$ cat config.mk
export PLATFORM = sky130hd
export DESIGN_NAME = double_ended_queue_core_flat
export DESIGN_NICKNAME = d
export VERILOG_FILES = /design/src/design/dq_pkg.sv /design/src/design/dq_if.sv /design/src/design/dq_ram.sv /design/src/design/dq_ctrl.sv /design/src/design/double_ended_queue_core.sv /design/src/flat_wrapper.sv
export SDC_FILE = /design/constraint.sdc
export NUM_CORES = 1
export LEC_CHECK = 0
export BUFFER_PORTS_ARGS = -buffer_cell sky130_fd_sc_hd__buf_2
export CAP_MARGIN = 10
export CELL_PAD_IN_SITES_DETAIL_PLACEMENT = 1
export CELL_PAD_IN_SITES_GLOBAL_PLACEMENT = 1
export CORE_UTILIZATION = 25
export DETAILED_ROUTE_END_ITERATION = 12
export PLACE_DENSITY_LB_ADDON = 0.1
export SLEW_MARGIN = 10
export SYNTH_ARGS = -nofsm -noshare
export SYNTH_HDL_FRONTEND = slang
export SYNTH_SLANG_ARGS = --single-unit
$ cat constraint.sdc
create_clock -name clk -period 5.7 [get_ports clk]
set_clock_uncertainty 0.05 [all_clocks]
set_input_delay 0.57 -clock clk [delete_from_list [all_inputs] [get_ports clk]]
set_output_delay 0.57 -clock clk [all_outputs]
set_load 0.005 [all_outputs]
$ cat src/design/dq_pkg.sv
`default_nettype none

package dq_pkg;

    localparam int DEPTH  = 16;
    localparam int IDX_W  = (DEPTH > 1) ? $clog2(DEPTH) : 1;
    localparam int CNT_W  = $clog2(DEPTH + 1);
    localparam int WORD_W = 32;
    localparam int MODE_W = 2;
    localparam int STAT_W = 2;
    localparam int OCC_W  = 5;

    typedef enum logic [MODE_W-1:0] {
        MODE_PUSH_FRONT = 2'd0,
        MODE_PUSH_REAR  = 2'd1,
        MODE_POP_FRONT  = 2'd2,
        MODE_POP_REAR   = 2'd3
    } mode_t;

    typedef enum logic [STAT_W-1:0] {
        ST_OK    = 2'd0,
        ST_EMPTY = 2'd1,
        ST_FULL  = 2'd2
    } status_t;

    typedef logic [IDX_W-1:0]         idx_t;
    typedef logic [CNT_W-1:0]         cnt_t;
    typedef logic signed [WORD_W-1:0] word_t;

    // request to the entry RAM
    typedef struct packed {
        logic  we;
        logic  re;
        idx_t  addr;
        word_t wdata;
    } mem_cmd_t;

    // result waiting for the RAM read data
    typedef struct packed {
        logic    valid;
        logic    pop_ok;
        status_t status;
        cnt_t    count;
    } rsp_meta_t;

    // pointer state, for observation
    typedef struct packed {
        cnt_t count;
        idx_t head;
        idx_t tail;
        logic empty;
        logic full;
    } dq_stat_t;

    function automatic idx_t ring_next(input idx_t i);
        return (i == idx_t'(DEPTH - 1)) ? '0 : i + idx_t'(1);
    endfunction

    function automatic idx_t ring_prev(input idx_t i);
        return (i == '0) ? idx_t'(DEPTH - 1) : i - idx_t'(1);
    endfunction

endpackage

`default_nettype wire

$ cat src/design/dq_if.sv
`default_nettype none

interface dq_req_if;
    logic                             valid;
    logic                             ready;
    logic [dq_pkg::MODE_W-1:0]        mode;
    logic signed [dq_pkg::WORD_W-1:0] value;

    modport source (output valid, output mode, output value, input ready);
    modport sink   (input valid, input mode, input value, output ready);
endinterface

interface dq_rsp_if;
    logic                             valid;
    logic                             ready;
    logic signed [dq_pkg::WORD_W-1:0] popped_value;
    logic [dq_pkg::STAT_W-1:0]        status;
    logic [dq_pkg::OCC_W-1:0]         occupancy;

    modport source (output valid, output popped_value, output status, output occupancy,
                    input ready);
    modport sink   (input valid, input popped_value, input status, input occupancy,
                    output ready);
endinterface

`default_nettype wire

$ cat src/design/dq_ram.sv
`default_nettype none

module dq_ram #(
    parameter int WIDTH = 32,
    parameter int DEPTH = 16
) (
    input  wire logic                                   clk,
    input  wire logic                                   we,
    input  wire logic [((DEPTH > 1) ? $clog2(DEPTH) : 1)-1:0] waddr,
    input  wire logic [WIDTH-1:0]                       wdata,
    input  wire logic                                   re,
    input  wire logic [((DEPTH > 1) ? $clog2(DEPTH) : 1)-1:0] raddr,
    output logic      [WIDTH-1:0]                       rdata
);

    logic [WIDTH-1:0] mem [DEPTH];
    logic [WIDTH-1:0] rdata_reg;

    always_ff @(posedge clk)
    begin
        if (we)
        begin
            mem[waddr] <= wdata;
        end
        if (re)
        begin
            rdata_reg <= mem[raddr];
        end
    end

    assign rdata = rdata_reg;

endmodule

`default_nettype wire

$ cat src/design/dq_ctrl.sv
`default_nettype none

module dq_ctrl (
    input  wire logic                      clk,
    input  wire logic                      rst_n,
    input  wire logic                      in_valid,
    output logic                           in_ready,
    input  wire logic [dq_pkg::MODE_W-1:0] in_mode,
    input  wire dq_pkg::word_t             in_value,
    input  wire logic                      out_ready,
    output dq_pkg::mem_cmd_t               mem_cmd,
    output dq_pkg::rsp_meta_t              meta,
    output dq_pkg::dq_stat_t               stat
);

    import dq_pkg::*;

    idx_t      head_reg, head_next;
    idx_t      tail_reg, tail_next;
    cnt_t      count_reg, count_next;
    rsp_meta_t meta_reg, meta_next;
    mem_cmd_t  cmd;
    status_t   status;
    logic      pop_ok;
    logic      accept;
    logic      empty;
    logic      full;
    mode_t     op;

    assign empty    = (count_reg == '0);
    assign full     = (count_reg == cnt_t'(DEPTH));
    assign in_ready = !meta_reg.valid || out_ready;
    assign accept   = in_valid && in_ready;
    assign op       = mode_t'(in_mode);

    always_comb
    begin
        head_next  = head_reg;
        tail_next  = tail_reg;
        count_next = count_reg;
        cmd        = '0;
        cmd.wdata  = in_value;
        status     = ST_OK;
        pop_ok     = 1'b0;
        if (accept)
        begin
            case (op)
                MODE_PUSH_FRONT:
                begin
                    if (full)
                    begin
                        status = ST_FULL;
                    end
                    else
                    begin
                        head_next  = ring_prev(head_reg);
                        cmd.we     = 1'b1;
                        cmd.addr   = head_next;
                        count_next = count_reg + cnt_t'(1);
                    end
                end
                MODE_PUSH_REAR:
                begin
                    if (full)
                    begin
                        status = ST_FULL;
                    end
                    else
                    begin
                        cmd.we     = 1'b1;
                        cmd.addr   = tail_reg;
                        tail_next  = ring_next(tail_reg);
                        count_next = count_reg + cnt_t'(1);
                    end
                end
                MODE_POP_FRONT:
                begin
                    if (empty)
                    begin
                        status = ST_EMPTY;
                    end
                    else
                    begin
                        cmd.re     = 1'b1;
                        cmd.addr   = head_reg;
                        head_next  = ring_next(head_reg);
                        count_next = count_reg - cnt_t'(1);
                        pop_ok     = 1'b1;
                    end
                end
                MODE_POP_REAR:
                begin
                    if (empty)
                    begin
                        status = ST_EMPTY;
                    end
                    else
                    begin
                        tail_next  = ring_prev(tail_reg);
                        cmd.re     = 1'b1;
                        cmd.addr   = tail_next;
                        count_next = count_reg - cnt_t'(1);
                        pop_ok     = 1'b1;
                    end
                end
                default:
                begin
                end
            endcase
        end
    end

    // result slot: RAM read data lands in the same cycle this becomes valid
    always_comb
    begin
        meta_next = meta_reg;
        if (accept)
        begin
            meta_next.valid  = 1'b1;
            meta_next.pop_ok = pop_ok;
            meta_next.status = status;
            meta_next.count  = count_next;
        end
        else if (out_ready)
        begin
            meta_next.valid = 1'b0;
        end
    end

    always_ff @(posedge clk or negedge rst_n)
    begin
        if (!rst_n)
        begin
            head_reg  <= '0;
            tail_reg  <= '0;
            count_reg <= '0;
            meta_reg  <= '0;
        end
        else
        begin
            head_reg  <= head_next;
            tail_reg  <= tail_next;
            count_reg <= count_next;
            meta_reg  <= meta_next;
        end
    end

    assign mem_cmd = cmd;
    assign meta    = meta_reg;
    assign stat    = '{count: count_reg, head: head_reg, tail: tail_reg,
                       empty: empty, full: full};

endmodule

`default_nettype wire

$ cat src/design/double_ended_queue_core.sv
// Double-ended queue of signed 32-bit words, DEPTH entries (package constant).
// req channel: mode (push front, push rear, pop front, pop rear) and value.
// rsp channel: one transfer per request with popped_value, status and
// occupancy after the operation.
// The response is valid in the cycle after the request transfer.
// Throughput: one request per clock unless rsp stalls; the entry RAM takes at
// most one access per operation (a write for a push, a read for a pop) on its
// single port pair, and the head/tail/count registers update in that cycle.
// A pop on an empty queue returns status empty and zero; a push on a full
// queue returns status full and drops the word. Neither changes state.
// Reset clears head, tail and count, so the queue starts empty; RAM contents
// are not cleared and need no clearing pass, since only written entries are
// ever read.
// When rsp stalls, the pending response holds and req.ready stays low until
// it is taken; a request is still taken in the cycle the response leaves.
`default_nettype none

module double_ended_queue_core (
    input  wire logic clk,
    input  wire logic rst_n,
    dq_req_if.sink    req,
    dq_rsp_if.source  rsp
);

    import dq_pkg::*;

    mem_cmd_t          mem_cmd;
    rsp_meta_t         meta;
    dq_stat_t          stat;
    logic [WORD_W-1:0] ram_rdata;
    logic              req_xfer;

    dq_ctrl u_ctrl (
        .clk       (clk),
        .rst_n     (rst_n),
        .in_valid  (req.valid),
        .in_ready  (req.ready),
        .in_mode   (req.mode),
        .in_value  (req.value),
        .out_ready (rsp.ready),
        .mem_cmd   (mem_cmd),
        .meta      (meta),
        .stat      (stat)
    );

    dq_ram #(
        .WIDTH (WORD_W),
        .DEPTH (DEPTH)
    ) u_ram (
        .clk   (clk),
        .we    (mem_cmd.we),
        .waddr (mem_cmd.addr),
        .wdata (mem_cmd.wdata),
        .re    (mem_cmd.re),
        .raddr (mem_cmd.addr),
        .rdata (ram_rdata)
    );

    assign rsp.valid        = meta.valid;
    assign rsp.popped_value = meta.pop_ok ? word_t'(ram_rdata) : '0;
    assign rsp.status       = meta.status;
    assign rsp.occupancy    = OCC_W'(meta.count);

    assign req_xfer = req.valid && req.ready;

    a_push_count: assert property (@(posedge clk) disable iff (!rst_n)
        req_xfer && (req.mode == MODE_PUSH_FRONT || req.mode == MODE_PUSH_REAR)
            && !stat.full
        |=> stat.count == cnt_t'($past(stat.count) + cnt_t'(1)))
        else $error("count did not grow after a push");

    a_empty_pop: assert property (@(posedge clk) disable iff (!rst_n)
        req_xfer && (req.mode == MODE_POP_FRONT || req.mode == MODE_POP_REAR)
            && stat.empty
        |=> rsp.valid && rsp.status == ST_EMPTY && rsp.popped_value == '0)
        else $error("pop on empty not reported");

    a_ring_empty: assert property (@(posedge clk) disable iff (!rst_n)
        stat.empty |-> stat.head == stat.tail)
        else $error("empty queue with head and tail apart");

    a_count_range: assert property (@(posedge clk) disable iff (!rst_n)
        stat.count <= cnt_t'(DEPTH))
        else $error("count above depth");

endmodule

`default_nettype wire
$ cat src/flat_wrapper.sv
// flat-port wrapper written by rule: the top's interface ports become plain ports
module double_ended_queue_core_flat import dq_pkg::*;
  (clk, rst_n, req_valid, req_mode, req_value, req_ready, rsp_valid, rsp_popped_value, rsp_status, rsp_occupancy, rsp_ready);
  dq_req_if req_i ();
  dq_rsp_if rsp_i ();
  input  wire logic clk;
  input  wire logic rst_n;
  input wire logic [$bits(req_i.valid)-1:0] req_valid;
  input wire logic [$bits(req_i.mode)-1:0] req_mode;
  input wire logic [$bits(req_i.value)-1:0] req_value;
  output wire logic [$bits(req_i.ready)-1:0] req_ready;
  output wire logic [$bits(rsp_i.valid)-1:0] rsp_valid;
  output wire logic [$bits(rsp_i.popped_value)-1:0] rsp_popped_value;
  output wire logic [$bits(rsp_i.status)-1:0] rsp_status;
  output wire logic [$bits(rsp_i.occupancy)-1:0] rsp_occupancy;
  input wire logic [$bits(rsp_i.ready)-1:0] rsp_ready;
  assign req_i.valid = req_valid;
  assign req_i.mode = req_mode;
  assign req_i.value = req_value;
  assign req_ready = req_i.ready;
  assign rsp_valid = rsp_i.valid;
  assign rsp_popped_value = rsp_i.popped_value;
  assign rsp_status = rsp_i.status;
  assign rsp_occupancy = rsp_i.occupancy;
  assign rsp_i.ready = rsp_ready;
  double_ended_queue_core u_core (.clk(clk), .rst_n(rst_n), .req(req_i), .rsp(rsp_i));
endmodule
==> results.md <==
- The flow ran to the end, and the final reports show no timing, DRC or antenna violations.
- Pin placement for this block handled 79 I/O pins.
- The start point of the worst hold path is req_valid.
- The pin count of the biggest net entering global routing is ~130.
- The number of setup buffers added after CTS is 0.
- After filler insertion, the fill cell instance count of the layout stands at between 9,000 and 10,000.
- The count of antenna-violating nets left after detailed routing is 0.
- Once layout is done, the placed cells without fillers occupy around 27,000 um2.
- The total overflow left after global routing is 0.
- The worst path buffer plus inverter count is 3.
- The root buffer cell is sky130_fd_sc_hd__clkbuf_16.
- Counting flops with a built-in enable in the synthesized netlist gives 544.
- In this run the worst path has a maximum fanout of between 100 and 150.
- The first routing iteration left a little under 700 violations.
- The clock tree buffer depth is 3.
- The worst path needs around 4.3 ns of the cycle, external delays included.
- In the final layout, the share of cells above drive strength 1 is 0.238.
- The critical path class is register to register.
- The worst setup slack for register-to-register paths is between 1 and 1.5 ns.
- The count of instances resized after the clock tree is built is 0.
- The share of the Yosys chip area taken by registers is 0.748.
- The total vias in the final route is 12,800.
- The number of global-route vias before repair is ~14,000.
- The number of warnings issued by yosys is 0.
- The instance count on the critical path is 10.
- Setup repair after global routing left no endpoint under its margin.
- The number of iterations in the first detailed-routing pass is 4.
- The width of the die is approximately 300 um.
- The kind of start point of the critical path is a register.
- The endpoint identified for the worst register-to-register timing path is u_core.u_ram.mem[0][19].
- The worst slew margin relative to its limit is 0.239.
- The area of the die is just over 90,000 um2.
- The total negative setup slack is 0 ns.
- Derived from the worst setup path, the maximum achievable clock frequency is 0.230 GHz.
- The count of final hold-check violations is 0.
- From synthesis to final layout, the design area changed by 18.1%.
- The number of flip-flops under the largest register name is roughly 500.
- The worst hold path terminates at u_core.u_ctrl.meta[8].
- In the finished design, the share of the clock period the worst path needs comes to 0.761.
- Walking the worst path, the cells encountered are inv_1, ha_1, or4b_4, and2_0, a22oi_4, buf_12, a21o_1, nand2_1, nor2_4, buf_4.
- The placed wire-length estimate after detailed placement is around 38,000 um.
- The slowest stage cell on the critical path is sky130_fd_sc_hd__buf_12.
- In the routed design, unresolved DRC markers number 0.
- The end-of-flow core utilization is 0.300.
- In the routed layout, each cell is associated on average with a via count of around 4.7.
- The number of nets in the layout is 1,549.
- For the pin with the worst max-slew slack, the measured transition is 1.14 ns.
- The final routed wire length divided by cell count is roughly 26 um.
- At the end of routability-driven placement, the weighted congestion stood at roughly 0.70.
- The leakage power of the design is 8.51 nW.
- The cell class contributing the biggest share of worst-path delay is simple AND/OR/NAND/NOR gates.
- The worst hold path stage count is 2.
- The tool flagged a number of max-cap violations equal to 0.
- The number of unique standard cell types used by synthesis is 58.
- The endpoint kind of the worst setup timing path is a register.
- The die is about 300 um tall.
- The deepest level of the CTS H-tree is 3.
- The largest single stage delay on the critical path is roughly 0.64 ns.
- The depth of the worst register-to-register path is 10.
- The mapped cell area is around 23,000 um2.
- The combined flip-flop and latch cell area is around 17,000 um2.
- The initial antenna violation count is 3.
- The first global-routing pass estimated 102,000 um of wire.
- The multi-input combinational cells in the finished layout cover a total of about 5300 um2.
- The clock sink total is roughly 570.
- The leading cell type in the layout, fill and taps excluded is sky130_fd_sc_hd__edfxtp_1.
- The worst hold path class is input pin to register.
- In this run the core area contains roughly 110 standard-cell rows.
- The net count after synthesis is about 1,500.
- The arrival time at the worst endpoint is approximately 4.6 ns.
- Across the VDD grid, the largest voltage drop is 278 uV.
- The required time at the endpoint of the critical path is 5.94 ns.
- Clock-pin slew was measured on the worst setup and hold paths at 0.05 ns.
- The power per cell area is ~430 nW/um2.
- For the worst-skew pair, the clock arrives at the later sink with an insertion delay of approximately 0.61 ns.
- The area of the core region is about 90,000 um2.
- In the synthesized netlist the dominant register cell turns out to be sky130_fd_sc_hd__edfxtp_1.
- The startpoint of the most critical register-to-register path is u_core.u_ctrl.count_reg[0].
- After synthesis, the share of flip-flops with an asynchronous set or reset is 0.0389.
- Setup violations remaining at the end of the flow were counted as 0.
- The number of max-slew violations in the final report is 0.
- After synthesis, the mean cell area works out to around 16 um2.
- The placed instances occupy a cell area of about 25,000 um2.
- Synthesis inferred 566 register bits.
- TritonCTS built the clock tree.
- The top cell types in the final layout, fill and taps aside, are sky130_fd_sc_hd__edfxtp_1 (544), sky130_fd_sc_hd__nor2_1 (140), sky130_fd_sc_hd__mux2_2 (129), sky130_fd_sc_hd__a211oi_1 (128), sky130_fd_sc_hd__o22ai_1 (126).
- Buffers placed on the I/O ports in this run total 78.
- The cell count after synthesis came out at 1,420.
- The number of buffers created by CTS is 70.
- The routed design has around 70,000 um of wire.
- The global-route usage over all layers is 0.156.
- For this configuration, the core starts out at a cell density of 0.254.
[how the worst max path moves through the flow]
stage,end,slack (ns),start
floorplan,u_core.u_ram.mem[2][0],0.61,u_core.u_ctrl.count_reg[0]
global placement,u_core.u_ram.mem[1][13],1.10,u_core.u_ctrl.head_reg[0]
detailed placement,u_core.u_ram.mem[0][19],1.31,u_core.u_ctrl.count_reg[0]
CTS,u_core.u_ram.mem[0][23],1.31,u_core.u_ctrl.count_reg[0]
global route,u_core.u_ram.mem[0][19],1.13,u_core.u_ctrl.count_reg[0]
finish,u_core.u_ram.mem[0][19],1.36,u_core.u_ctrl.count_reg[0]
[through the flow]
stage,hold WS (ns),power (mW),instances,setup slack (ns)
after global routing,0.136,12.0,2717,1.13
after global placement,0.425,7.46,2594,1.10
final,0.169,11.5,2718,1.36
after floorplan,0.224,6.54,1420,0.609
after CTS,0.128,11.7,2717,1.31
after detailed placement,0.428,7.47,2596,1.31
[where the power goes]
part / total (mW) / internal (mW) / switching, mW
Combinational: 2.38 / 0.875 / 1.50
Sequential: 4.94 / 4.78 / 0.155
Clock: 4.15 / 2.42 / 1.72
[worst register-to-register path: stages, from the launching register on]
cell	delay, ns
sky130_fd_sc_hd__dfrtp_1	0.45
sky130_fd_sc_hd__inv_1	0.13
sky130_fd_sc_hd__ha_1	0.19
sky130_fd_sc_hd__or4b_4	0.49
sky130_fd_sc_hd__and2_0	0.31
sky130_fd_sc_hd__a22oi_4	0.27
sky130_fd_sc_hd__buf_12	0.64
sky130_fd_sc_hd__a21o_1	0.30
sky130_fd_sc_hd__nand2_1	0.23
sky130_fd_sc_hd__nor2_4	0.61
sky130_fd_sc_hd__buf_4	0.36
[layer usage]
metal / share of wire / wire (um) / vias to the layer above / global-route usage
met4: 0.020 / 1400 / 0 / 0.0383
met5: 0 / 0 / - / 0
met2: 0.48 / 33600 / 178 / 0.259
met3: 0.030 / 2090 / 91 / 0.0234
li1: - / - / 5790 / -
met1: 0.47 / 32800 / 6766 / 0.213
[area by class of cell]
| cell class | count | share of cell area |
|---|---|---|
| clock buffers | 90 | 0.0709 |
| multi-input cells | 740 | 0.199 |
| well taps | 1165 | 0.0547 |
| inverters | 9 | 0.00127 |
| clock inverters | 30 | 0.00770 |
| flip-flops and latches | 566 | 0.634 |
| diodes | 1 | 0.0000939 |
| repair buffers | 117 | 0.0323 |
[cell usage after synthesis (7+ instances only)]
| master | instances | area (um2) |
|---|---|---|
| sky130_fd_sc_hd__a211oi_1 | 128 | 961 |
| sky130_fd_sc_hd__a21oi_1 | 11 | 55.1 |
| sky130_fd_sc_hd__and2_1 | 33 | 206 |
| sky130_fd_sc_hd__buf_1 | 9 | 33.8 |
| sky130_fd_sc_hd__buf_2 | 23 | 115 |
| sky130_fd_sc_hd__buf_4 | 10 | 75.1 |
| sky130_fd_sc_hd__clkbuf_1 | 61 | 229 |
| sky130_fd_sc_hd__dfrtp_1 | 22 | 551 |
| sky130_fd_sc_hd__edfxtp_1 | 544 | 16300 |
| sky130_fd_sc_hd__ha_1 | 7 | 87.6 |
| sky130_fd_sc_hd__inv_1 | 9 | 33.8 |
| sky130_fd_sc_hd__mux2_2 | 129 | 1450 |
| sky130_fd_sc_hd__nand2_1 | 26 | 97.6 |
| sky130_fd_sc_hd__nor2_1 | 153 | 574 |
| sky130_fd_sc_hd__nor3_1 | 7 | 35.0 |
| sky130_fd_sc_hd__o21ai_0 | 15 | 75.1 |
| sky130_fd_sc_hd__o22ai_1 | 126 | 788 |
| sky130_fd_sc_hd__or4_1 | 31 | 233 |
[timing repair]
item                       CTS  global route
hold buffers                 1             0
hold endpoints to repair    22             0
setup endpoints to repair    0             0
[cells by family (layout without fill, tap and decap cells)]
kind of cell             after synthesis  count (layout)  synth area share
buffers and inverters                114             246            0.0226
multiplexers                         132             132            0.0657
AO/OA/AOI/OAI                        315             315            0.0967
XOR/XNOR                               9               9           0.00349
AND/OR/NAND/NOR                      277             277            0.0592
adder cells (fa/ha/maj)                7               7           0.00388
other                                  0               1                 0
flip-flops                           566             566             0.748
Power figures use the tool's default switching activity.
